[src/sv/bzseg_pkg.sv]
// ============================================================================
// bzseg_pkg: shared types and constants for the bezier segment core
// Item layouts on both channels, the queue entry between front and back, and
// the fixed-point constants of the divide-by-three path.
// ============================================================================
`default_nettype none

package bzseg_pkg;

    localparam int COORD_W = 24;
    localparam int LEN_W   = 24;

    // segment verbs
    localparam logic [1:0] KIND_MOVE  = 2'd0;
    localparam logic [1:0] KIND_LINE  = 2'd1;
    localparam logic [1:0] KIND_QUAD  = 2'd2;
    localparam logic [1:0] KIND_CUBIC = 2'd3;

    // operations
    localparam logic OP_CONVERT = 1'b0;
    localparam logic OP_SPLIT   = 1'b1;

    // floor((2a + b) / 3) path: the numerator is biased by 3 * 2^COORD_W so it
    // is never negative, and the bias falls out of the low COORD_W quotient bits
    localparam int THIRD_W    = COORD_W + 3;
    localparam int THIRD_LO_W = (THIRD_W + 1) / 2;
    localparam int THIRD_HI_W = THIRD_W - THIRD_LO_W;
    localparam int PLO_W      = THIRD_LO_W + THIRD_W;
    localparam int PHI_W      = THIRD_HI_W + THIRD_W;
    localparam int PSUM_W     = 2 * THIRD_W;
    localparam logic [THIRD_W-1:0] THIRD_BIAS  = {3'b011, {COORD_W{1'b0}}};
    localparam logic [THIRD_W-1:0] THIRD_RECIP =
        THIRD_W'(((64'd1 << (THIRD_W + 1)) + 64'd2) / 64'd3);

    localparam int QUEUE_DEPTH = 4;
    localparam int QUEUE_AW    = $clog2(QUEUE_DEPTH);
    localparam int QUEUE_CW    = $clog2(QUEUE_DEPTH + 1);

    typedef logic signed [COORD_W-1:0] coord_t;

    typedef struct packed {
        coord_t x;
        coord_t y;
    } point_t;

    typedef point_t [3:0] pts_t;

    typedef struct packed {
        logic             opcode;
        logic [1:0]       seg_kind;
        coord_t           pt0_x;
        coord_t           pt0_y;
        coord_t           pt1_x;
        coord_t           pt1_y;
        coord_t           pt2_x;
        coord_t           pt2_y;
        coord_t           pt3_x;
        coord_t           pt3_y;
        logic [LEN_W-1:0] seg_length;
    } in_item_t;

    typedef struct packed {
        logic [1:0]       out_kind;
        coord_t           out0_x;
        coord_t           out0_y;
        coord_t           out1_x;
        coord_t           out1_y;
        coord_t           out2_x;
        coord_t           out2_y;
        coord_t           out3_x;
        coord_t           out3_y;
        logic [LEN_W-1:0] out_length;
        logic             is_last;
    } out_item_t;

    // finished work for one input item: one or two result segments
    typedef struct packed {
        logic [1:0]       kind;
        logic             split;
        logic [LEN_W-1:0] len;
        pts_t             first;
        pts_t             second;
    } q_entry_t;

endpackage

`default_nettype wire

[src/sv/bzseg_fifo.sv]
// ============================================================================
// bzseg_fifo: work queue
// Small queue of finished entries between the front pipeline and the
// result sequencer.
// ============================================================================
`default_nettype none

module bzseg_fifo
(
    input  wire logic                clk,
    input  wire logic                rst_n,
    input  wire logic                push,
    input  wire bzseg_pkg::q_entry_t push_data,
    output logic                     full,
    input  wire logic                pop,
    output logic                     empty,
    output bzseg_pkg::q_entry_t      pop_data
);
    import bzseg_pkg::*;

    q_entry_t            mem [QUEUE_DEPTH];
    logic [QUEUE_AW-1:0] wr_ptr_reg, wr_ptr_next;
    logic [QUEUE_AW-1:0] rd_ptr_reg, rd_ptr_next;
    logic [QUEUE_CW-1:0] count_reg, count_next;

    always_comb
    begin
        full        = (count_reg == QUEUE_CW'(QUEUE_DEPTH));
        empty       = (count_reg == '0);
        pop_data    = mem[rd_ptr_reg];
        wr_ptr_next = push ? wr_ptr_reg + QUEUE_AW'(1) : wr_ptr_reg;
        rd_ptr_next = pop ? rd_ptr_reg + QUEUE_AW'(1) : rd_ptr_reg;
        count_next  = count_reg;
        if (push && !pop)
        begin
            count_next = count_reg + QUEUE_CW'(1);
        end
        else if (pop && !push)
        begin
            count_next = count_reg - QUEUE_CW'(1);
        end
    end

    always_ff @(posedge clk or negedge rst_n)
    begin
        if (!rst_n)
        begin
            wr_ptr_reg <= '0;
            rd_ptr_reg <= '0;
            count_reg  <= '0;
        end
        else
        begin
            wr_ptr_reg <= wr_ptr_next;
            rd_ptr_reg <= rd_ptr_next;
            count_reg  <= count_next;
        end
    end

    always_ff @(posedge clk)
    begin
        if (push)
        begin
            mem[wr_ptr_reg] <= push_data;
        end
    end

endmodule

`default_nettype wire

[config.mk]
export PLATFORM = sky130hd
export DESIGN_NAME = bzseg_fifo
export DESIGN_NICKNAME = d
export VERILOG_FILES = /design/src/sv/bzseg_pkg.sv /design/src/sv/bzseg_fifo.sv
export SDC_FILE = /design/constraint.sdc
export NUM_CORES = 1
export LEC_CHECK = 0
export BUFFER_PORTS_ARGS = -buffer_cell sky130_fd_sc_hd__buf_4
export CAP_MARGIN = 20
export CORE_UTILIZATION = 30
export CTS_CLUSTER_DIAMETER = 120
export DETAILED_ROUTE_END_ITERATION = 6
export PLACE_DENSITY = 0.6
export SLEW_MARGIN = 20
export SYNTH_ARGS = -nofsm -noshare
export SYNTH_HDL_FRONTEND = slang
export SYNTH_SLANG_ARGS = --single-unit
[constraint.sdc]
create_clock -name clk -period 11.1 [get_ports clk]
set_input_delay 0.555 -clock clk [delete_from_list [all_inputs] [get_ports clk]]
set_output_delay 0.555 -clock clk [all_outputs]
set_load 0.005 [all_outputs]
### After elaboration in Yosys (flattened, before gate mapping)

Memories as Yosys holds them, arrays and structs flattened.
Cells that the tools add are included.
W data, S select, Z words.

* bits in registers: 7
* bits in latches: 0
* RAM bits: 1644
* ROM bits: 0
* input port bits: 415
* output and inout bits: 413
* word-level logic and storage cells: 19
* memories kept: 1

* add/subtract/negate cells: 4
* multipliers: 0
* divide/modulo/power cells: 0
* order comparisons: 0
* eq/ne operators: 1
* shift operators: 0
* mux-type cells: 4
* bitwise gates (word level): 0
* reduce and logical (&&, ||, !) cells: 6

Memory list
* mem: depth 4, width 411, read ports 1, clocked after Yosys merged registers in 0, write ports 1, RTL line bzseg_fifo.sv:21 `q_entry_t mem [QUEUE_DEPTH];`

Operator list (number)
* $mux W3: 2
* $add A2 B1 Y2 const B: 2
* $add A3 B1 Y3 const B: 1
* $eq A3 B3 Y1 const B: 1
* $logic_not A3 Y1: 1
* $sub A3 B1 Y3 const B: 1
* $logic_and A1 B1 Y1: 2
* $logic_not A1 Y1: 2
* $mux W1: 2
* $reduce_bool A2 Y1: 1

### Depth between registers and ports, before layout

* word-level depth: 4
* gate-level depth with buffers: 7
* mapped depth without buffers: 7

### Worst setup path after synthesis

OpenSTA, ideal clock, no wires.

* path type: register -> register
* start point: reg wr_ptr_reg[0]
* end point: mem mem[2][0] (netlist bit), enable pin
* setup time: 0.827 ns
* data arrival time: 9.887 ns
* required time: 10.273 ns
* slack: 0.386 ns
* cell stages (with the launch flop): 4
* path buffers: 0
* clock period less this slack: 10.714 ns
* cells stage by stage: dfrtp_1 -> inv_1 -> ha_1 -> and2_1

RTL lines
* start, declared: RTL line bzseg_fifo.sv:22 `logic [QUEUE_AW-1:0] wr_ptr_reg, wr_ptr_next;`
* start signal, assigned: RTL line bzseg_fifo.sv:54 `wr_ptr_reg <= wr_ptr_next;`
* end, declared: RTL line bzseg_fifo.sv:21

Straight into the memory's write port.

==> flow_summary.yaml <==
outcome:
  status: "complete, no violations"
cts:
  clkSinkCount: 1651
  post_cts_resized: 0
  cts_tree: "done"
  cts-root-buf: "clkbuf_16"
  cts_inserted_buffers: 170
  htree_levels: 4
  post_cts_buffers: 0
  clkLatencyLatePin_ps: 810
  cts.clk_slew.worst_paths_ps: 60
  clk_path_buf_depth: 3
drt:
  drc: 0
  viasPerCell: 4.49
  drtIter0Drc: 1591
  routed_wl_um: 141000
  wire_per_inst_um: 22.2
  firstDrtPassIters: 5
  num_vias: 28428
  antenna_left: 0
yosys:
  syn_area_um2: 59700
  synth_cell_types: 19
  synth_area_per_cell_um2: 27.4
  yosysSeqAreaShare: 0.829
  ys_ff_latch: 1651
  synth_area_leaders: "edfxtp_1 83%, mux4_2 15%, buf_6 0.79%"
  ys_warn_count: 0
  synthesis.nets: 2602
  synth_top_cell_area_share: 0.826
  synth_cells: 2181
  synth_top_area_cell: "edfxtp_1"
global_route:
  grt_max_degree: 135
  grt_pass1_wl_um: 201000
  grt_antenna_before_repair: 24
  grt_pass1_vias: 30039
  grt_overflow: 0
  grtUsageTotal: 0.136
layout:
  largest_reg_flops: 1644
  fillers: 17304
  area_growth_pct: 31.6
  postLayoutCellArea_um2: 78600
  drive_gt1_frac: 0.411
  mostFrequentLayoutCells: "1644 x edfxtp_1, 846 x buf_4, 414 x dlygate4sd3_1"
  fin_util: 0.398
  fin_nets: 3956
  final_common_cell: "edfxtp_1"
power_and_ir_drop:
  p_int_mw: 14.3
  pwr-share-clk: 0.277
  power-per-cell-area_nw_per_um2: 254
  power_switching_mw: 5.68
  p_leak_nw: 26.5
  p_comb_frac: 0.302
  p_seq_frac: 0.421
  ir_drop_v: 0.000223
  p_sw_frac: 0.284
setup_path:
  cp.arrival_ps: 4350
  r2r-start: "wr_ptr_reg[0]"
  rrSetupSlack_ps: 7630
  critPathKind: "flop to output port"
  critPathCaptureType: "output port"
  worst_r2r_endpoint: "mem[0][290]"
  rr_worst_depth: 6
  crit_path_start_kind: "flop"
  crit_required_ps: 10550
  crit_fanout: 92
sta:
  slew_violations: 0
  period_needed_ps: 4910
  grt_setup_unrepaired: "no"
  fin_skew_ps: 47.5
  fmax_ghz: 0.204
  setup_viol: 0
  finalCritPeriodShare: 0.442
  tightest_slew_ps: 1120
  slew-limit-headroom: 0.253
  finalSetupTns_ps: 0
  hold_viol_final: 0
die:
  initial_core_util: 0.302
  die_y_um: 448
  core_um2: 198000
  die_x_um: 448
  dieArea_um2: 201000
  top_level_ports: 828
  placementRows: 163
place:
  dp_hpwl_um: 89300
  place.gp.congestion: 0.774
  placed_area_um2: 69000
  portBuffers: 827
job:
  maxCapViolCount: 0
hold_path:
  hold_path.class: "primary input to asynchronous set/reset pin"
-- layer usage --
metal	share of wire	track usage
met5	0.000092	0
met4	0.047	0.0647
met3	0.056	0.0377
met2	0.53	0.239
met1	0.37	0.153
-- cell type report --
type | count | area (um2) | share of cell area
Inverter | 4 | 15.0 | 0.000191
Tap cell | 2640 | 3300 | 0.0420
Multi-Input combinational cell | 434 | 9470 | 0.120
Clock inverter | 79 | 935 | 0.0119
Clock buffer | 228 | 4530 | 0.0577
Sequential cell | 1651 | 49600 | 0.630
Antenna cell | 20 | 50.0 | 0.000637
Timing Repair Buffer | 1274 | 10800 | 0.137
-- through the flow --
| stage | setup WS (ps) | power, mW | std cells | hold slack (ps) |
|---|---|---|---|---|
| global route | 5830 | 20.8 | 6326 | 77.4 |
| global placement | 6970 | 14.6 | 5589 | 383 |
| floorplan | 386 | 12.1 | 2181 | 259 |
| detailed placement | 6990 | 14.6 | 5589 | 385 |
| finish | 6190 | 20.0 | 6330 | 146 |
| CTS | 6060 | 20.3 | 6310 | 63.3 |
-- worst max-delay path, cell delays in order, from the launching register on --
cell and delay (ps):
dfrtp_4 870, buf_12 590, buf_4 820, mux4_2 640, buf_4 160
-- synth_stat cells (all sizes together) --
cell,count
nor3b,1
mux2,1
dfrtp,7
edfxtp,1644
o21ai,1
ha,5
mux4,411
xor2,4
fa,1
clkbuf,5
nor2,1
nor3,1
and2,4
buf,87
nand2,2
inv,4
xnor2,2
-- power groups by stage --
stage / clock network (mW) / registers (mW) / logic (mW)
6_report: 5.55 / 8.41 / 6.03
4_1_cts: 5.70 / 8.43 / 6.21
5_1_grt: 5.93 / 8.51 / 6.41
3_3_place_gp: 0 / 8.50 / 6.07
2_1_floorplan: 0 / 8.97 / 3.16
3_5_place_dp: 0 / 8.55 / 6.06
-- cells by family after synthesis --
family                     Yosys count  synth area share
DFF                               1651             0.829
and+or+nand+nor                      9          0.000817
AOI/OAI and AO/OA                    1         0.0000837
buffers and inverters               96            0.0124
xor gates and xnor gates             6          0.000880
adders and majority gates            6           0.00138
muxes                              412             0.155
-- worst max-delay path by stage --
stage,start,end,depth (start not counted)
after floorplan,wr_ptr_reg[0],mem[2][0],3
after global placement,rd_ptr_reg[0],pop_data[113],4
after detailed placement,rd_ptr_reg[0],pop_data[113],4
after CTS,rd_ptr_reg[0],pop_data[113],4
after global routing,rd_ptr_reg[0],pop_data[113],4
final,rd_ptr_reg[0],pop_data[113],4
-- repair_timing --
action	4_1_cts	5_1_grt
hold buffers	414	0
endpoints found under the setup margin	0	0
hold endpoints to repair	1655	0
Note: power is estimated with default switching activity, not from simulation.
