## src/sv/bzseg_pkg.sv

```systemverilog
// ============================================================================
// bzseg_pkg: shared types and constants for the bezier segment core
// Item layouts on both channels, the queue entry between front and back, and
// the fixed-point constants of the divide-by-three path.
// ============================================================================
`default_nettype none

package bzseg_pkg;

    localparam int COORD_W = 24;
    localparam int LEN_W   = 24;

    // segment verbs
    localparam logic [1:0] KIND_MOVE  = 2'd0;
    localparam logic [1:0] KIND_LINE  = 2'd1;
    localparam logic [1:0] KIND_QUAD  = 2'd2;
    localparam logic [1:0] KIND_CUBIC = 2'd3;

    // operations
    localparam logic OP_CONVERT = 1'b0;
    localparam logic OP_SPLIT   = 1'b1;

    // floor((2a + b) / 3) path: the numerator is biased by 3 * 2^COORD_W so it
    // is never negative, and the bias falls out of the low COORD_W quotient bits
    localparam int THIRD_W    = COORD_W + 3;
    localparam int THIRD_LO_W = (THIRD_W + 1) / 2;
    localparam int THIRD_HI_W = THIRD_W - THIRD_LO_W;
    localparam int PLO_W      = THIRD_LO_W + THIRD_W;
    localparam int PHI_W      = THIRD_HI_W + THIRD_W;
    localparam int PSUM_W     = 2 * THIRD_W;
    localparam logic [THIRD_W-1:0] THIRD_BIAS  = {3'b011, {COORD_W{1'b0}}};
    localparam logic [THIRD_W-1:0] THIRD_RECIP =
        THIRD_W'(((64'd1 << (THIRD_W + 1)) + 64'd2) / 64'd3);

    localparam int QUEUE_DEPTH = 4;
    localparam int QUEUE_AW    = $clog2(QUEUE_DEPTH);
    localparam int QUEUE_CW    = $clog2(QUEUE_DEPTH + 1);

    typedef logic signed [COORD_W-1:0] coord_t;

    typedef struct packed {
        coord_t x;
        coord_t y;
    } point_t;

    typedef point_t [3:0] pts_t;

    typedef struct packed {
        logic             opcode;
        logic [1:0]       seg_kind;
        coord_t           pt0_x;
        coord_t           pt0_y;
        coord_t           pt1_x;
        coord_t           pt1_y;
        coord_t           pt2_x;
        coord_t           pt2_y;
        coord_t           pt3_x;
        coord_t           pt3_y;
        logic [LEN_W-1:0] seg_length;
    } in_item_t;

    typedef struct packed {
        logic [1:0]       out_kind;
        coord_t           out0_x;
        coord_t           out0_y;
        coord_t           out1_x;
        coord_t           out1_y;
        coord_t           out2_x;
        coord_t           out2_y;
        coord_t           out3_x;
        coord_t           out3_y;
        logic [LEN_W-1:0] out_length;
        logic             is_last;
    } out_item_t;

    // finished work for one input item: one or two result segments
    typedef struct packed {
        logic [1:0]       kind;
        logic             split;
        logic [LEN_W-1:0] len;
        pts_t             first;
        pts_t             second;
    } q_entry_t;

endpackage

`default_nettype wire

```

## src/sv/bzseg_back.sv

```systemverilog
// ============================================================================
// bzseg_back: result sequencer
// Takes queue entries and issues their one or two result segments through
// the output register.
// ============================================================================
`default_nettype none

module bzseg_back
(
    input  wire logic                clk,
    input  wire logic                rst_n,
    input  wire logic                q_empty,
    input  wire bzseg_pkg::q_entry_t q_head,
    output logic                     q_pop,
    output logic                     res_valid,
    input  wire logic                res_ready,
    output bzseg_pkg::out_item_t     res
);
    import bzseg_pkg::*;

    typedef enum logic [1:0]
    {
        PH_FIRST  = 2'b01,
        PH_SECOND = 2'b10
    } phase_t;

    phase_t    phase_reg, phase_next;
    logic      res_valid_reg, res_valid_next;
    out_item_t res_reg, res_next;
    logic      load, issue, last;
    pts_t      pts_sel;

    always_comb
    begin
        load  = !res_valid_reg || res_ready;
        issue = load && !q_empty;
        case (phase_reg)
            PH_FIRST:  last = !q_head.split;
            PH_SECOND: last = 1'b1;
            default:   last = 1'b1;
        endcase
        q_pop   = issue && last;
        pts_sel = (phase_reg == PH_SECOND) ? q_head.second : q_head.first;

        phase_next = phase_reg;
        if (issue)
        begin
            phase_next = last ? PH_FIRST : PH_SECOND;
        end
        res_valid_next = load ? !q_empty : res_valid_reg;

        res_next            = res_reg;
        res_next.out_kind   = q_head.kind;
        res_next.out0_x     = pts_sel[0].x;
        res_next.out0_y     = pts_sel[0].y;
        res_next.out1_x     = pts_sel[1].x;
        res_next.out1_y     = pts_sel[1].y;
        res_next.out2_x     = pts_sel[2].x;
        res_next.out2_y     = pts_sel[2].y;
        res_next.out3_x     = pts_sel[3].x;
        res_next.out3_y     = pts_sel[3].y;
        res_next.out_length = q_head.len;
        res_next.is_last    = last;
    end

    always_ff @(posedge clk or negedge rst_n)
    begin
        if (!rst_n)
        begin
            phase_reg     <= PH_FIRST;
            res_valid_reg <= 1'b0;
        end
        else
        begin
            phase_reg     <= phase_next;
            res_valid_reg <= res_valid_next;
        end
    end

    always_ff @(posedge clk)
    begin
        if (issue)
        begin
            res_reg <= res_next;
        end
    end

    assign res_valid = res_valid_reg;
    assign res       = res_reg;

endmodule

`default_nettype wire

```

## config.mk

```make
export PLATFORM = sky130hd
export DESIGN_NAME = bzseg_back
export DESIGN_NICKNAME = d
export VERILOG_FILES = /design/src/sv/bzseg_pkg.sv /design/src/sv/bzseg_back.sv
export SDC_FILE = /design/constraint.sdc
export NUM_CORES = 1
export LEC_CHECK = 0
export BUFFER_PORTS_ARGS = -buffer_cell sky130_fd_sc_hd__buf_2
export CAP_MARGIN = 10
export CORE_AREA = 8 8 244 246
export CTS_CLUSTER_DIAMETER = 100
export DETAILED_ROUTE_END_ITERATION = 8
export DIE_AREA = 0 0 252 254
export SLEW_MARGIN = 10
export SYNTH_ARGS = -nofsm -noshare
export SYNTH_HDL_FRONTEND = slang
export SYNTH_SLANG_ARGS = --single-unit
```

## constraint.sdc

```tcl
create_clock -name clk -period 51.9 [get_ports clk]
set_clock_uncertainty 0.1 [all_clocks]
set_input_delay 7.785 -clock clk [delete_from_list [all_inputs] [get_ports clk]]
set_output_delay 7.785 -clock clk [all_outputs]
set_load 0.1 [all_outputs]
```

**Word level (Yosys, flattened, before mapping)**

Index checks and enable logic that the tools add are counted.

- Input bits: 415
- Bits in registers: 222
- Logic and storage cells: 24

- Multiplexer cells: 3
- Eq/ne operators: 2
- Reduce and logical (&&, ||, !) cells: 6

Operator list:

| operator | number |
|---|---|
| 192-bit two-way mux | 1 |
| 1-bit logical NOT | 3 |
| 2-bit by 1-bit == test with 1-bit output, second input constant | 1 |
| 2-bit == test, second input constant | 1 |
| 1-bit logical AND | 2 |
| 2-bit two-way mux | 1 |
| 1-bit logical OR | 1 |
| 1-bit two-way mux | 1 |

**Longest topological paths before layout**

- Depth after elaboration: 4
- Depth in mapped cells: 5
- Depth with buffers taken out: 3

**Worst setup path before layout**

OpenSTA, ideal clock, no wires.

- Path kind: input -> output
- From: input port res_ready
- To: output port q_pop
- Required time: 44015 ps
- Path slack: 23957 ps
- Stages: 3
- Arrival time: 20058 ps
- Cells stage by stage: inv_1 a21oi_1 and2_1

- Cells in the longest elaborated chain, start to end: 3

Ends and longest elaborated chain:

| item | line | source |
|---|---|---|
| from (decl) | bzseg_back.sv:16 | `input wire logic res_ready,` |
| 1-bit logical OR | bzseg_back.sv:35 | `load = !res_valid_reg \|\| res_ready;` |
| 1-bit logical AND | bzseg_back.sv:36 | `issue = load && !q_empty;` |
| via issue | bzseg_back.sv:30 | `logic load, issue, last;` |
| 1-bit logical AND | bzseg_back.sv:42 | `q_pop = issue && last;` |
| to (decl) | bzseg_back.sv:14 | `output logic q_pop,` |

The timed path passes the listed nets, and every way through them passes these cells.

**Final worst setup path**

Ends and elaborated chain as after synthesis.

==> key figures <==
Global routing
  – Largest net degree at the start of global routing: 151
  – Vias in the first global route: 7498
  – First-pass GRT wire length: around 46 mm
  – Initial antenna violation count: 2
  – Tot GR Track Use: a little under a tenth
  – Grt ovf: 0

Layout
  – Max reg flops: between 200 and 250
  – Commonest non-fill, non-tap cell in the layout: buf_2
  – Share of layout cells above drive strength 1: around four fifths
  – Commonest non-fill, non-tap cells in the layout: 635 x buf_2, 219 x edfxtp_1, 150 x mux2_4
  – Fin util: 25.8%
  – Final Net Count: roughly 1500
  – Area grow syn2layout: 46.0%
  – N_diodes: 0
  – # fillers: 5876

Floorplan
  – Die width: approximately 250 um
  – Starting Density: between 10% and 20%
  – Core area: between 50000 and 60000 um2
  – IO Count: between 600 and 700
  – Die area: ~64000 um2
  – FP Rows: 87
  – Die height: roughly 250 um

Clock network
  – Worst skew pair latency: around 0.52 ns
  – Total CTS buffers: 25
  – CTS Buffer Depth: 3
  – Clock transition at path regs: 0.06 ns
  – Hold_buf cts: 0
  – H-tree depth: 1
  – Setup bufs post-CTS: 0
  – Post-CTS sizing: 0
  – CTS Sinks: between 200 and 250
  – Clk root buf: clkbuf_16
  – CTS tree: done

Critical path
  – Crit Path Class: primary input to output port
  – Worst-path cell with the longest stage delay: buf_12
  – Reg2reg setup slack: between 40 and 50 ns
  – CP Capture Type: output port
  – Crit path buf inv count: 4
  – CP required: 44.01 ns
  – Setup crit start kind: primary input
  – Crit path DAT: ~9.4 ns
  – Worst stage delay on the critical path: around 0.57 ns
  – Largest delay share family, worst path: buffers and inverters
  – CP max FO: 150
  – Critical path startpoint: res_ready
  – R2R Path Start: phase_reg[1]
  – Most Frequent Cell on Critical Path: buf_2
  – Crit-path cells: buf_2, inv_1, a21oi_4, buf_12, and2_1, buf_2

Drt
  – DR WL/cell: 17.6 um
  – Final ANT Viol Nets: 0
  – Starting DRT DRC Count: approximately 220
  – Detailed Route WL: 32.9 mm
  – # DRC: 0
  – Drt pass-1 iters: 4
  – Vias: between 6000 and 7000
  – Vias per inst: between 3 and 4

Synth
  – Synth warnings: 0
  – Syn Inst Count: 445
  – Synth Register Bits: about 220
  – Syn avg cell area: 22.1 um2
  – Library cells used by synthesis: 15
  – Syn nets: 860
  – Seq/Total Area, Yosys: roughly two thirds
  – Synthesized area: between 9000 and 10000 um2

Pwr
  – VDD IR max: 0.0192 mV
  – Pwr/cell area: slightly above 40 nW/um2
  – Final Power: slightly below 0.0006 W
  – Static leakage: between 6 and 7 nW

Hold path
  – Hold crit path type: flip-flop to flip-flop
  – Worst Hold Launch: res_valid

Placement
  – Port Buffer Count: 635
  – Gpl congestion: a little over 0.9
  – Post-DP HPWL: about 27 mm
  – Worst slack at placement: 34.60 ns

STA
  – Setup_tns: 0 ns
  – Upper clock frequency limit: just under 60 MHz
  – Measured slew at the worst slew-check pin: around 1.0 ns
  – RSZ-0062 raised after global routing: no
  – Setup WS post-layout: ~35 ns
  – Final hold violations: 0
  – Final period utilization: between 30% and 40%
  – Final Max Slew Viols: 0
  – Setup Viol. Count Final: 0
  – Period minus WS final: 17.24 ns
  – Slew HR: around a third
  – Hold WS: a little under 0.5 ns

Flow run
  – Max Cap Viol: 0

Status
  – Outcome: complete, no violations
-- per-layer routing --
layer	up-vias	part of all wire (%)	GRT usage, %
li1	3047	-	-
met1	3068	36	9.64
met2	408	50	16.8
met3	46	11	4.18
met4	0	2.8	3.49
met5	-	0	0
-- final timing paths --
kind	to	depth (start not counted)
min in group asynchronous	phase_reg[1]	1
hold reg to reg	res_valid	2
setup / recovery	q_pop	6
setup reg to reg	res[42]	6
max in group asynchronous	phase_reg[0]	1
hold / removal	res_valid	2
-- layout make-up --
| cell class | count | area, um2 | share of cell area (%) |
|---|---|---|---|
| clock buffer | 31 | 678 | 4.72 |
| clock inverter | 14 | 66.3 | 0.461 |
| inverter | 3 | 11.3 | 0.0783 |
| multi-input combinational | 199 | 2790 | 19.4 |
| sequential | 222 | 6650 | 46.3 |
| tap | 756 | 946 | 6.58 |
| timing repair buffer | 641 | 3240 | 22.5 |
-- cells in the mapped netlist --
cell,instances,area [um2]
mux2i_1,1,10.0
buf_12,20,400
and2_1,1,6.26
o21ai_0,1,5.00
a21oi_1,1,5.00
mux2_4,150,2250
nor2_4,1,11.3
buf_4,1,7.51
edfxtp_1,219,6580
inv_2,1,3.75
dfrtp_1,2,50.1
mux2_2,43,484
inv_1,2,7.51
nand3_1,1,5.00
dfstp_2,1,26.3
-- report_power, final --
group	leakage, nW	switching (W)	internal (W)
clock	0.374	0.0000693	0.0000919
sequential	2.12	0.00000461	0.000219
combinational	3.76	0.000139	0.0000578
total	6.25	0.000213	0.000369
-- worst min-delay path: stages, from the launching register on --
cell	delay, ns
dfrtp_1	0.41
inv_1	0.06
o21ai_0	0.07
-- per-stage QoR --
step / area (um2) / std cells
2_1_floorplan: 9850 / 445
3_3_place_gp: 13600 / 1821
3_5_place_dp: 13600 / 1821
4_1_cts: 14400 / 1866
5_1_grt: 14400 / 1866
6_report: 14400 / 1866
-- cells by family (layout without fill, tap and decap cells) --
group / count (synthesis) / in the layout / share of synthesized area, %
flip-flops: 222 / 222 / 67.5
multiplexers: 194 / 194 / 27.9
buffers and inverters: 24 / 689 / 4.26
AND/OR/NAND/NOR: 3 / 3 / 0.229
AO/OA/AOI/OAI: 2 / 2 / 0.102
No activity file was read; power rests on OpenSTA's default activity.
