## src/sv/bzseg_pkg.sv

```systemverilog
// ============================================================================
// bzseg_pkg: shared types and constants for the bezier segment core
// Item layouts on both channels, the queue entry between front and back, and
// the fixed-point constants of the divide-by-three path.
// ============================================================================
`default_nettype none

package bzseg_pkg;

    localparam int COORD_W = 24;
    localparam int LEN_W   = 24;

    // segment verbs
    localparam logic [1:0] KIND_MOVE  = 2'd0;
    localparam logic [1:0] KIND_LINE  = 2'd1;
    localparam logic [1:0] KIND_QUAD  = 2'd2;
    localparam logic [1:0] KIND_CUBIC = 2'd3;

    // operations
    localparam logic OP_CONVERT = 1'b0;
    localparam logic OP_SPLIT   = 1'b1;

    // floor((2a + b) / 3) path: the numerator is biased by 3 * 2^COORD_W so it
    // is never negative, and the bias falls out of the low COORD_W quotient bits
    localparam int THIRD_W    = COORD_W + 3;
    localparam int THIRD_LO_W = (THIRD_W + 1) / 2;
    localparam int THIRD_HI_W = THIRD_W - THIRD_LO_W;
    localparam int PLO_W      = THIRD_LO_W + THIRD_W;
    localparam int PHI_W      = THIRD_HI_W + THIRD_W;
    localparam int PSUM_W     = 2 * THIRD_W;
    localparam logic [THIRD_W-1:0] THIRD_BIAS  = {3'b011, {COORD_W{1'b0}}};
    localparam logic [THIRD_W-1:0] THIRD_RECIP =
        THIRD_W'(((64'd1 << (THIRD_W + 1)) + 64'd2) / 64'd3);

    localparam int QUEUE_DEPTH = 4;
    localparam int QUEUE_AW    = $clog2(QUEUE_DEPTH);
    localparam int QUEUE_CW    = $clog2(QUEUE_DEPTH + 1);

    typedef logic signed [COORD_W-1:0] coord_t;

    typedef struct packed {
        coord_t x;
        coord_t y;
    } point_t;

    typedef point_t [3:0] pts_t;

    typedef struct packed {
        logic             opcode;
        logic [1:0]       seg_kind;
        coord_t           pt0_x;
        coord_t           pt0_y;
        coord_t           pt1_x;
        coord_t           pt1_y;
        coord_t           pt2_x;
        coord_t           pt2_y;
        coord_t           pt3_x;
        coord_t           pt3_y;
        logic [LEN_W-1:0] seg_length;
    } in_item_t;

    typedef struct packed {
        logic [1:0]       out_kind;
        coord_t           out0_x;
        coord_t           out0_y;
        coord_t           out1_x;
        coord_t           out1_y;
        coord_t           out2_x;
        coord_t           out2_y;
        coord_t           out3_x;
        coord_t           out3_y;
        logic [LEN_W-1:0] out_length;
        logic             is_last;
    } out_item_t;

    // finished work for one input item: one or two result segments
    typedef struct packed {
        logic [1:0]       kind;
        logic             split;
        logic [LEN_W-1:0] len;
        pts_t             first;
        pts_t             second;
    } q_entry_t;

endpackage

`default_nettype wire

```

## src/sv/bzseg_front.sv

```systemverilog
// ============================================================================
// bzseg_front: segment front end
// Three-stage pipeline that takes segments, forms midpoints and thirds, and
// packs the one or two result segments into a queue entry.
// ============================================================================
`default_nettype none

module bzseg_front
(
    input  wire logic                clk,
    input  wire logic                rst_n,
    input  wire logic                seg_valid,
    output logic                     seg_ready,
    input  wire bzseg_pkg::in_item_t seg,
    output logic                     q_push,
    output bzseg_pkg::q_entry_t      q_entry,
    input  wire logic                q_full
);
    import bzseg_pkg::*;

    function automatic coord_t mid_c(coord_t a, coord_t b);
        logic [COORD_W:0] s;
        s = {a[COORD_W-1], a} + {b[COORD_W-1], b};
        return coord_t'(s[COORD_W:1]);
    endfunction

    function automatic point_t mid_pt(point_t a, point_t b);
        point_t r;
        r.x = mid_c(a.x, b.x);
        r.y = mid_c(a.y, b.y);
        return r;
    endfunction

    function automatic logic [THIRD_W-1:0] third_num(coord_t near_c, coord_t far_c);
        logic [THIRD_W-1:0] n_e;
        logic [THIRD_W-1:0] f_e;
        n_e = {{3{near_c[COORD_W-1]}}, near_c};
        f_e = {{3{far_c[COORD_W-1]}}, far_c};
        return (n_e << 1) + f_e + THIRD_BIAS;
    endfunction

    // stage valids
    logic s1_valid_reg, s1_valid_next;
    logic s2_valid_reg, s2_valid_next;
    logic s3_valid_reg, s3_valid_next;
    logic ready1, ready2, ready3;

    // stage 1
    logic               s1_op_reg;
    logic [1:0]         s1_kind_reg;
    logic [LEN_W-1:0]   s1_len_reg;
    pts_t               s1_pts_reg;
    point_t             s1_ab_reg, s1_bc_reg, s1_cd_reg;
    logic [THIRD_W-1:0] s1_num_reg [4];

    // stage 2
    logic               s2_op_reg;
    logic [1:0]         s2_kind_reg;
    logic [LEN_W-1:0]   s2_len_reg;
    pts_t               s2_pts_reg;
    point_t             s2_ab_reg, s2_bc_reg, s2_cd_reg, s2_abc_reg, s2_bcd_reg;
    logic [PLO_W-1:0]   s2_plo_reg [4];
    logic [PHI_W-1:0]   s2_phi_reg [4];

    // stage 3
    logic               s3_op_reg;
    logic [1:0]         s3_kind_reg;
    logic [LEN_W-1:0]   s3_len_reg;
    pts_t               s3_pts_reg;
    point_t             s3_ab_reg, s3_bc_reg, s3_cd_reg, s3_abc_reg, s3_bcd_reg;
    point_t             s3_abcd_reg;
    coord_t             s3_third_reg [4];

    pts_t               pts_in;
    point_t             near1, far1, near2, far2;
    logic [THIRD_W-1:0] num_in [4];
    logic [PSUM_W-1:0]  psum [4];
    point_t             t1, t2;

    // bubble-collapsing handshake down the pipe
    always_comb
    begin
        ready3        = !s3_valid_reg || !q_full;
        ready2        = !s2_valid_reg || ready3;
        ready1        = !s1_valid_reg || ready2;
        seg_ready     = ready1;
        q_push        = s3_valid_reg && !q_full;
        s1_valid_next = ready1 ? seg_valid : s1_valid_reg;
        s2_valid_next = ready2 ? s1_valid_reg : s2_valid_reg;
        s3_valid_next = ready3 ? s2_valid_reg : s3_valid_reg;
    end

    always_ff @(posedge clk or negedge rst_n)
    begin
        if (!rst_n)
        begin
            s1_valid_reg <= 1'b0;
            s2_valid_reg <= 1'b0;
            s3_valid_reg <= 1'b0;
        end
        else
        begin
            s1_valid_reg <= s1_valid_next;
            s2_valid_reg <= s2_valid_next;
            s3_valid_reg <= s3_valid_next;
        end
    end

    // stage 1 inputs: third numerators pick their points by verb
    always_comb
    begin
        pts_in[0].x = seg.pt0_x;
        pts_in[0].y = seg.pt0_y;
        pts_in[1].x = seg.pt1_x;
        pts_in[1].y = seg.pt1_y;
        pts_in[2].x = seg.pt2_x;
        pts_in[2].y = seg.pt2_y;
        pts_in[3].x = seg.pt3_x;
        pts_in[3].y = seg.pt3_y;
        // line: (2p0+p1, 2p1+p0), quadratic: (2p1+p0, 2p1+p2)
        near1 = (seg.seg_kind == KIND_LINE) ? pts_in[0] : pts_in[1];
        far1  = (seg.seg_kind == KIND_LINE) ? pts_in[1] : pts_in[0];
        near2 = pts_in[1];
        far2  = (seg.seg_kind == KIND_LINE) ? pts_in[0] : pts_in[2];
        num_in[0] = third_num(near1.x, far1.x);
        num_in[1] = third_num(near1.y, far1.y);
        num_in[2] = third_num(near2.x, far2.x);
        num_in[3] = third_num(near2.y, far2.y);
    end

    always_ff @(posedge clk)
    begin
        if (ready1)
        begin
            s1_op_reg   <= seg.opcode;
            s1_kind_reg <= seg.seg_kind;
            s1_len_reg  <= seg.seg_length;
            s1_pts_reg  <= pts_in;
            s1_ab_reg   <= mid_pt(pts_in[0], pts_in[1]);
            s1_bc_reg   <= mid_pt(pts_in[1], pts_in[2]);
            s1_cd_reg   <= mid_pt(pts_in[2], pts_in[3]);
            for (int i = 0; i < 4; i++)
            begin
                s1_num_reg[i] <= num_in[i];
            end
        end
    end

    // stage 2: reciprocal multiply split in two partial products, and second midpoint level
    always_ff @(posedge clk)
    begin
        if (ready2)
        begin
            s2_op_reg   <= s1_op_reg;
            s2_kind_reg <= s1_kind_reg;
            s2_len_reg  <= s1_len_reg;
            s2_pts_reg  <= s1_pts_reg;
            s2_ab_reg   <= s1_ab_reg;
            s2_bc_reg   <= s1_bc_reg;
            s2_cd_reg   <= s1_cd_reg;
            s2_abc_reg  <= mid_pt(s1_ab_reg, s1_bc_reg);
            s2_bcd_reg  <= mid_pt(s1_bc_reg, s1_cd_reg);
            for (int i = 0; i < 4; i++)
            begin
                s2_plo_reg[i] <= PLO_W'(s1_num_reg[i][THIRD_LO_W-1:0]) * PLO_W'(THIRD_RECIP);
                s2_phi_reg[i] <= PHI_W'(s1_num_reg[i][THIRD_W-1:THIRD_LO_W])
                                 * PHI_W'(THIRD_RECIP);
            end
        end
    end

    always_comb
    begin
        for (int i = 0; i < 4; i++)
        begin
            psum[i] = (PSUM_W'(s2_phi_reg[i]) << THIRD_LO_W) + PSUM_W'(s2_plo_reg[i]);
        end
    end

    // stage 3: quotient and last midpoint level
    always_ff @(posedge clk)
    begin
        if (ready3)
        begin
            s3_op_reg   <= s2_op_reg;
            s3_kind_reg <= s2_kind_reg;
            s3_len_reg  <= s2_len_reg;
            s3_pts_reg  <= s2_pts_reg;
            s3_ab_reg   <= s2_ab_reg;
            s3_bc_reg   <= s2_bc_reg;
            s3_cd_reg   <= s2_cd_reg;
            s3_abc_reg  <= s2_abc_reg;
            s3_bcd_reg  <= s2_bcd_reg;
            s3_abcd_reg <= mid_pt(s2_abc_reg, s2_bcd_reg);
            for (int i = 0; i < 4; i++)
            begin
                s3_third_reg[i] <= coord_t'(psum[i][THIRD_W+1 +: COORD_W]);
            end
        end
    end

    // pack the result segments, unused points zero
    always_comb
    begin
        t1.x = s3_third_reg[0];
        t1.y = s3_third_reg[1];
        t2.x = s3_third_reg[2];
        t2.y = s3_third_reg[3];
        q_entry        = '0;
        q_entry.split  = s3_op_reg;
        if (s3_op_reg == OP_SPLIT)
        begin
            q_entry.kind = s3_kind_reg;
            q_entry.len  = s3_len_reg >> 1;
            case (s3_kind_reg)
                KIND_MOVE:
                begin
                    q_entry.first[0]  = s3_pts_reg[0];
                    q_entry.second[0] = s3_pts_reg[0];
                end
                KIND_LINE:
                begin
                    q_entry.first[0]  = s3_pts_reg[0];
                    q_entry.first[1]  = s3_ab_reg;
                    q_entry.second[0] = s3_ab_reg;
                    q_entry.second[1] = s3_pts_reg[1];
                end
                KIND_QUAD:
                begin
                    q_entry.first[0]  = s3_pts_reg[0];
                    q_entry.first[1]  = s3_ab_reg;
                    q_entry.first[2]  = s3_abc_reg;
                    q_entry.second[0] = s3_abc_reg;
                    q_entry.second[1] = s3_bc_reg;
                    q_entry.second[2] = s3_pts_reg[2];
                end
                default:
                begin
                    q_entry.first[0]  = s3_pts_reg[0];
                    q_entry.first[1]  = s3_ab_reg;
                    q_entry.first[2]  = s3_abc_reg;
                    q_entry.first[3]  = s3_abcd_reg;
                    q_entry.second[0] = s3_abcd_reg;
                    q_entry.second[1] = s3_bcd_reg;
                    q_entry.second[2] = s3_cd_reg;
                    q_entry.second[3] = s3_pts_reg[3];
                end
            endcase
        end
        else
        begin
            q_entry.kind = KIND_CUBIC;
            q_entry.len  = s3_len_reg;
            case (s3_kind_reg)
                KIND_MOVE:
                begin
                    for (int i = 0; i < 4; i++)
                    begin
                        q_entry.first[i] = s3_pts_reg[0];
                    end
                end
                KIND_LINE:
                begin
                    q_entry.first[0] = s3_pts_reg[0];
                    q_entry.first[1] = t1;
                    q_entry.first[2] = t2;
                    q_entry.first[3] = s3_pts_reg[1];
                end
                KIND_QUAD:
                begin
                    q_entry.first[0] = s3_pts_reg[0];
                    q_entry.first[1] = t1;
                    q_entry.first[2] = t2;
                    q_entry.first[3] = s3_pts_reg[2];
                end
                default:
                begin
                    q_entry.first = s3_pts_reg;
                end
            endcase
        end
    end

endmodule

`default_nettype wire

```

## config.mk

```make
export PLATFORM = sky130hd
export DESIGN_NAME = bzseg_front
export DESIGN_NICKNAME = d
export VERILOG_FILES = /design/src/sv/bzseg_pkg.sv /design/src/sv/bzseg_front.sv
export SDC_FILE = /design/constraint.sdc
export NUM_CORES = 2
export LEC_CHECK = 0
export BUFFER_PORTS_ARGS = -buffer_cell sky130_fd_sc_hd__buf_2
export CAP_MARGIN = 30
export CORE_MARGIN = 1.5
export CORE_UTILIZATION = 40
export CTS_BUF_LIST = sky130_fd_sc_hd__clkbuf_8
export CTS_CLUSTER_SIZE = 12
export DETAILED_ROUTE_END_ITERATION = 6
export PLACE_DENSITY = 0.59
export SLEW_MARGIN = 20
export SYNTH_ARGS = -nofsm -noshare
export SYNTH_HDL_FRONTEND = slang
export SYNTH_SLANG_ARGS = --single-unit
export TNS_END_PERCENT = 10
```

## constraint.sdc

```tcl
create_clock -name clk -period 42.6 [get_ports clk]
set_input_delay 4.26 -clock clk [delete_from_list [all_inputs] [get_ports clk]]
set_output_delay 4.26 -clock clk [all_outputs]
set_load 0.1 [all_outputs]
```

### Yosys cells after proc, flatten, opt, wreduce, memory -nomap -nowiden

Memory sizes are Yosys's and may differ from the RTL's.
Cells that the tools add are included.

* flip-flop bits (word level): 1332
* bits in writable memories: 520
* input port bits: 223
* output and inout bits: 413
* word-level logic and storage cells: 134
* memories: 4

Memory list
* s2_plo_reg: depth 4, width 40, read ports 4, clocked after memory_dff 0, wr ports 4, line bzseg_front.sv:62 `logic [PLO_W-1:0] s2_plo_reg [4];`
* s2_phi_reg: depth 4, width 39, read ports 4, clocked after memory_dff 0, wr ports 4, line bzseg_front.sv:63 `logic [PHI_W-1:0] s2_phi_reg [4];`
* s1_num_reg: depth 4, width 27, read ports 4, clocked after memory_dff 0, wr ports 4, line bzseg_front.sv:54 `logic [THIRD_W-1:0] s1_num_reg [4];`
* s3_third_reg: depth 4, width 24, read ports 4, clocked after memory_dff 0, wr ports 4, line bzseg_front.sv:72 `coord_t s3_third_reg [4];`

* $add $sub $neg: 24
* multiply operators: 8
* equal/unequal tests: 3
* multiplexer cells: 20
* reduce and logical (&&, ||, !) cells: 11

Operator list (count)
* $pmux 192 s3: 1
* $mux 48: 7
* $add 24x24->25: 12
* $pmux 48 s3: 2
* $mux 216: 1
* $add 52x41->52: 4
* $mux 192: 1
* $mul 14x26->40 const B: 4
* $mul 13x26->39 const B: 4
* $add 27x26->27 const B: 4
* $add 25x24->26: 4
* $pmux 48 s2: 1
* $mux 1: 6
* $eq 2x1->1 const B: 2
* $logic_not 1->1: 4
* $logic_or 1x1->1: 3
* $reduce_or 3->1: 1
* $eq 2x2->1 const B: 1
* $logic_not 2->1: 1
* $mux 2: 1
* $reduce_or 2->1: 1
* $logic_and 1x1->1: 1

### Logic depth before layout (Yosys ltp)

* word-level depth: 6
* mapped depth: 23
* depth with buffers taken out: 23

### Worst setup path before layout

Ideal clock, no wire load.

* kind: input to register
* start point: input q_full
* end point: register s2_ab_reg[0] in the netlist's numbering, enable pin
* setup time: 6.746 ns
* arrival time: 20.041 ns
* data required time: 35.854 ns
* setup slack: 15.813 ns
* stages: 1
* path buffers: 0
* path through: nand3_1

* cells in the longest elaborated chain, start to end: 3

RTL lines
* start, declared: line bzseg_front.sv:17 `input wire logic q_full`
* $logic_not 1->1: line bzseg_front.sv:83 `ready3 = !s3_valid_reg || !q_full;`
* $logic_or 1x1->1: line bzseg_front.sv:83
* $logic_or 1x1->1: line bzseg_front.sv:84 `ready2 = !s2_valid_reg || ready3;`
* end signal, assigned: line bzseg_front.sv:158 `s2_ab_reg <= s1_ab_reg;`
* end, declared: line bzseg_front.sv:61 `point_t s2_ab_reg, s2_bc_reg, s2_cd_reg, s2_abc_reg, s2_bcd_reg;`

Every way passes these cells.
A chain may end at the register's enable or synchronous reset.

==> flow_summary.toml <==
[global_route]
antenna_found_initial = 102
grt_max_degree = 164
grt_pass1_wl_mm = 506
grt_pass1_vias = 77392
grt_util_all_layers = 0.234
grt_overflow = 0

[drt]
wl_per_cell_um = 23.9
postRouteAntennaNets = 0
vias = 78397
routed_wirelength_mm = 346
drc = 0
dr.pass1.iters = 6
viasPerCell = 5.42
drt_iter0_drc = 6778

[min_path]
hold_start = "s2_len_reg[19]"
holdCritPathClass = "reg2reg"

[floorplanning]
dieWidth_um = 539
core-area_um2 = 285000
start_util = 0.402
die_area_um2 = 290000
io_pins = 636
rows = 196
die_h_um = 539

[sta]
setup_tns_ns = 0
fin_crit_sh = 0.246
setup_viol = 0
slew_headroom = 0.227
hold_violations = 0
skew_ns = 0.0892
rsz0062_at_grt = "false"
period_needed_ns = 10.50
slew_viol_final = 0
clock.fmax_mhz = 95.3
tightestPinTransition_ns = 1.16

[critical_path]
reg2reg_from = "s1_num_reg[3][4]"
start_kind = "flip-flop"
cpPeakStageDelay_ns = 0.66
cpMaxStageDelayCell = "buf_4"
criticalPathCategory = "reg2out"
cp-end-kind = "output port"
cpMostUsedCell = "buf_4"
cp.arrival_ns = 6.24
cp-startpoint = "s3_kind_reg[0]"
crit_fanout = 147
cp.required_ns = 38.34
path_cells = "buf_12, buf_4, buf_4, buf_16, buf_4, buf_4, buf_16, mux2i_1, nor2_1, a21oi_1, o21ai_0, buf_2"

[synth]
synth_cells = 9682
ys_ff_latch = 1788
synth_enable_flop_cells = 1785
synth.net_count = 11581
synth_ff_type = "edfxtp_1"
avgSynthCellArea_um2 = 11.8
async_flop_share = 0.00168
syn-cell-area_um2 = 115000
ys_seq_area_frac = 0.468
yosysWarnings = 0
ys_types = 92

[cells_and_area]
areaGrowthSynthToFinish_pct = 11.6
drive_above_1_share = 0.129
fill_cells = 26240
nNetsFinal = 12339

[flow_run]
max_cap_violations = 0

[clock_tree]
cts.clk_slew.worst_paths_ns = 0.06
numCtsBuffers = 314
clk_latency_ns = 1.00
cts_resized = 0
ctsHoldBuffers = 0
htree_levels = 5
cts_root_buf = "clkbuf_8"
cts_tree = "yes"
clockBufferDepth = 4
cts_sinks = 1788
post-cts-setup-buffers = 0

[placed_design]
post-dp-hpwl_mm = 274
place_congestion = 0.936
io_buffers = 635

[status]
outcome = "finished, final reports clean"
==> Yosys cell counts (10+ instances only) <==
library cell     n  area share
nand3b_1        12     0.00079
mux2_2         119       0.012
a41oi_1         12     0.00092
xor2_1         175       0.013
mux4_2          96       0.019
nor2b_1         94      0.0051
o21ai_1         12     0.00052
inv_1         1042       0.034
and4_1          21      0.0016
o2111ai_1       10     0.00076
or3_1           32      0.0017
a211oi_1        36      0.0024
nor2_1         496       0.016
a21boi_0        17      0.0011
edfxtp_1      1785        0.47
xnor2_1        419       0.032
clkbuf_1       169      0.0055
fa_1           460       0.080
o31a_1          17      0.0013
and3_1          62      0.0034
a211o_1         12     0.00092
a21oi_1        526       0.023
buf_1           42      0.0014
nand4_1         61      0.0033
o21ai_0        479       0.021
o311ai_0        16      0.0012
a31oi_1         56      0.0031
mux2i_1        158       0.014
o21a_1          88      0.0058
nand2_1        849       0.028
o31ai_1         27      0.0018
a311oi_1        10     0.00076
a221oi_1        17      0.0013
and2_1         176      0.0096
nand2b_1        67      0.0037
ha_1          1216        0.13
nand3_1        122      0.0053
a21o_1         264       0.017
or2_2           17     0.00093
o211ai_1        24      0.0016
o21bai_1        56      0.0037
nor3_1         102      0.0045
buf_4           49      0.0032
a31o_2          15      0.0011
==> worst max-delay path: cells and delay by family (launching register included) <==
| family | cells | cell delay [ns] |
|---|---|---|
| compound gates | 2 | 0.43 |
| simple gates | 1 | 0.11 |
| buf+inv | 8 | 3.82 |
| mux | 1 | 0.12 |
| flops | 1 | 0.36 |
==> metrics by stage <==
stage | hold WS, ns | instance area (um^2) | utilization | std cells | setup WS, ns
after detailed placement | 0.405 | 122000 | 0.428 | 13879 | 32.86
after global placement | 0.400 | 122000 | 0.428 | 13873 | 32.70
after global routing | 0.379 | 128000 | 0.449 | 14449 | 31.70
final | 0.380 | 128000 | 0.449 | 14467 | 32.10
after floorplan | 0.400 | 115000 | - | 9682 | 15.81
after CTS | 0.369 | 128000 | 0.448 | 14418 | 31.87
==> cell families (layout without fill, tap and decap cells) <==
| logic type | after synthesis | in the layout | share of synthesized area |
|---|---|---|---|
| fa+ha+maj | 1677 | 1677 | 0.213 |
| simple gates | 2138 | 2138 | 0.0860 |
| other cells | 0 | 42 | 0 |
| buf+inv | 1311 | 2292 | 0.0446 |
| mux | 373 | 373 | 0.0443 |
| flops | 1788 | 1788 | 0.468 |
| xor+xnor | 594 | 594 | 0.0454 |
| compound gates | 1801 | 1801 | 0.0988 |
==> layout make-up <==
cell class | count | area (um^2) | share of cell area
clock inverters | 221 | 1320 | 0.0103
multi-input cells | 6583 | 56000 | 0.437
well taps | 3762 | 4710 | 0.0368
clock buffers | 318 | 4380 | 0.0342
diodes | 42 | 105 | 0.000821
flip-flops and latches | 1788 | 53700 | 0.419
inverters | 1043 | 3920 | 0.0306
repair buffers | 710 | 3910 | 0.0305
==> placed cells by master (no fill, tap or decap), types with 175 or more instances in the layout <==
| cell | n |
|---|---|
| xnor2_1 | 418 |
| a21oi_1 | 526 |
| nor2_1 | 496 |
| clkbuf_8 | 318 |
| xor2_1 | 175 |
| nand2_1 | 847 |
| edfxtp_1 | 1785 |
| a21o_1 | 264 |
| o21ai_0 | 479 |
| inv_1 | 1123 |
| ha_1 | 1216 |
| buf_2 | 635 |
| fa_1 | 460 |
| and2_1 | 175 |
==> per-layer routing <==
layer / global-route usage / part of all wire / vias to the layer above
met4: 0.0737 / 0.031 / 32
li1: - / - / 36221
met3: 0.0471 / 0.080 / 575
met5: 0 / 0.00064 / -
met1: 0.340 / 0.46 / 38681
met2: 0.348 / 0.43 / 2888
==> worst paths after layout <==
path                                endpoint  slack [ns]  depth (start not counted)
min                           s3_len_reg[19]        0.38                          0
max in group asynchronous       s3_valid_reg       39.41                          1
max                             q_entry[259]       32.10                         12
min in group asynchronous       s2_valid_reg        3.08                          1
max reg2reg                s2_plo_reg[3][37]       36.01                         23
min reg2reg                   s3_len_reg[19]        0.38                          0
Power is not shown: default switching activity piles up to over one toggle a cycle in this logic, so the estimate is an artifact.
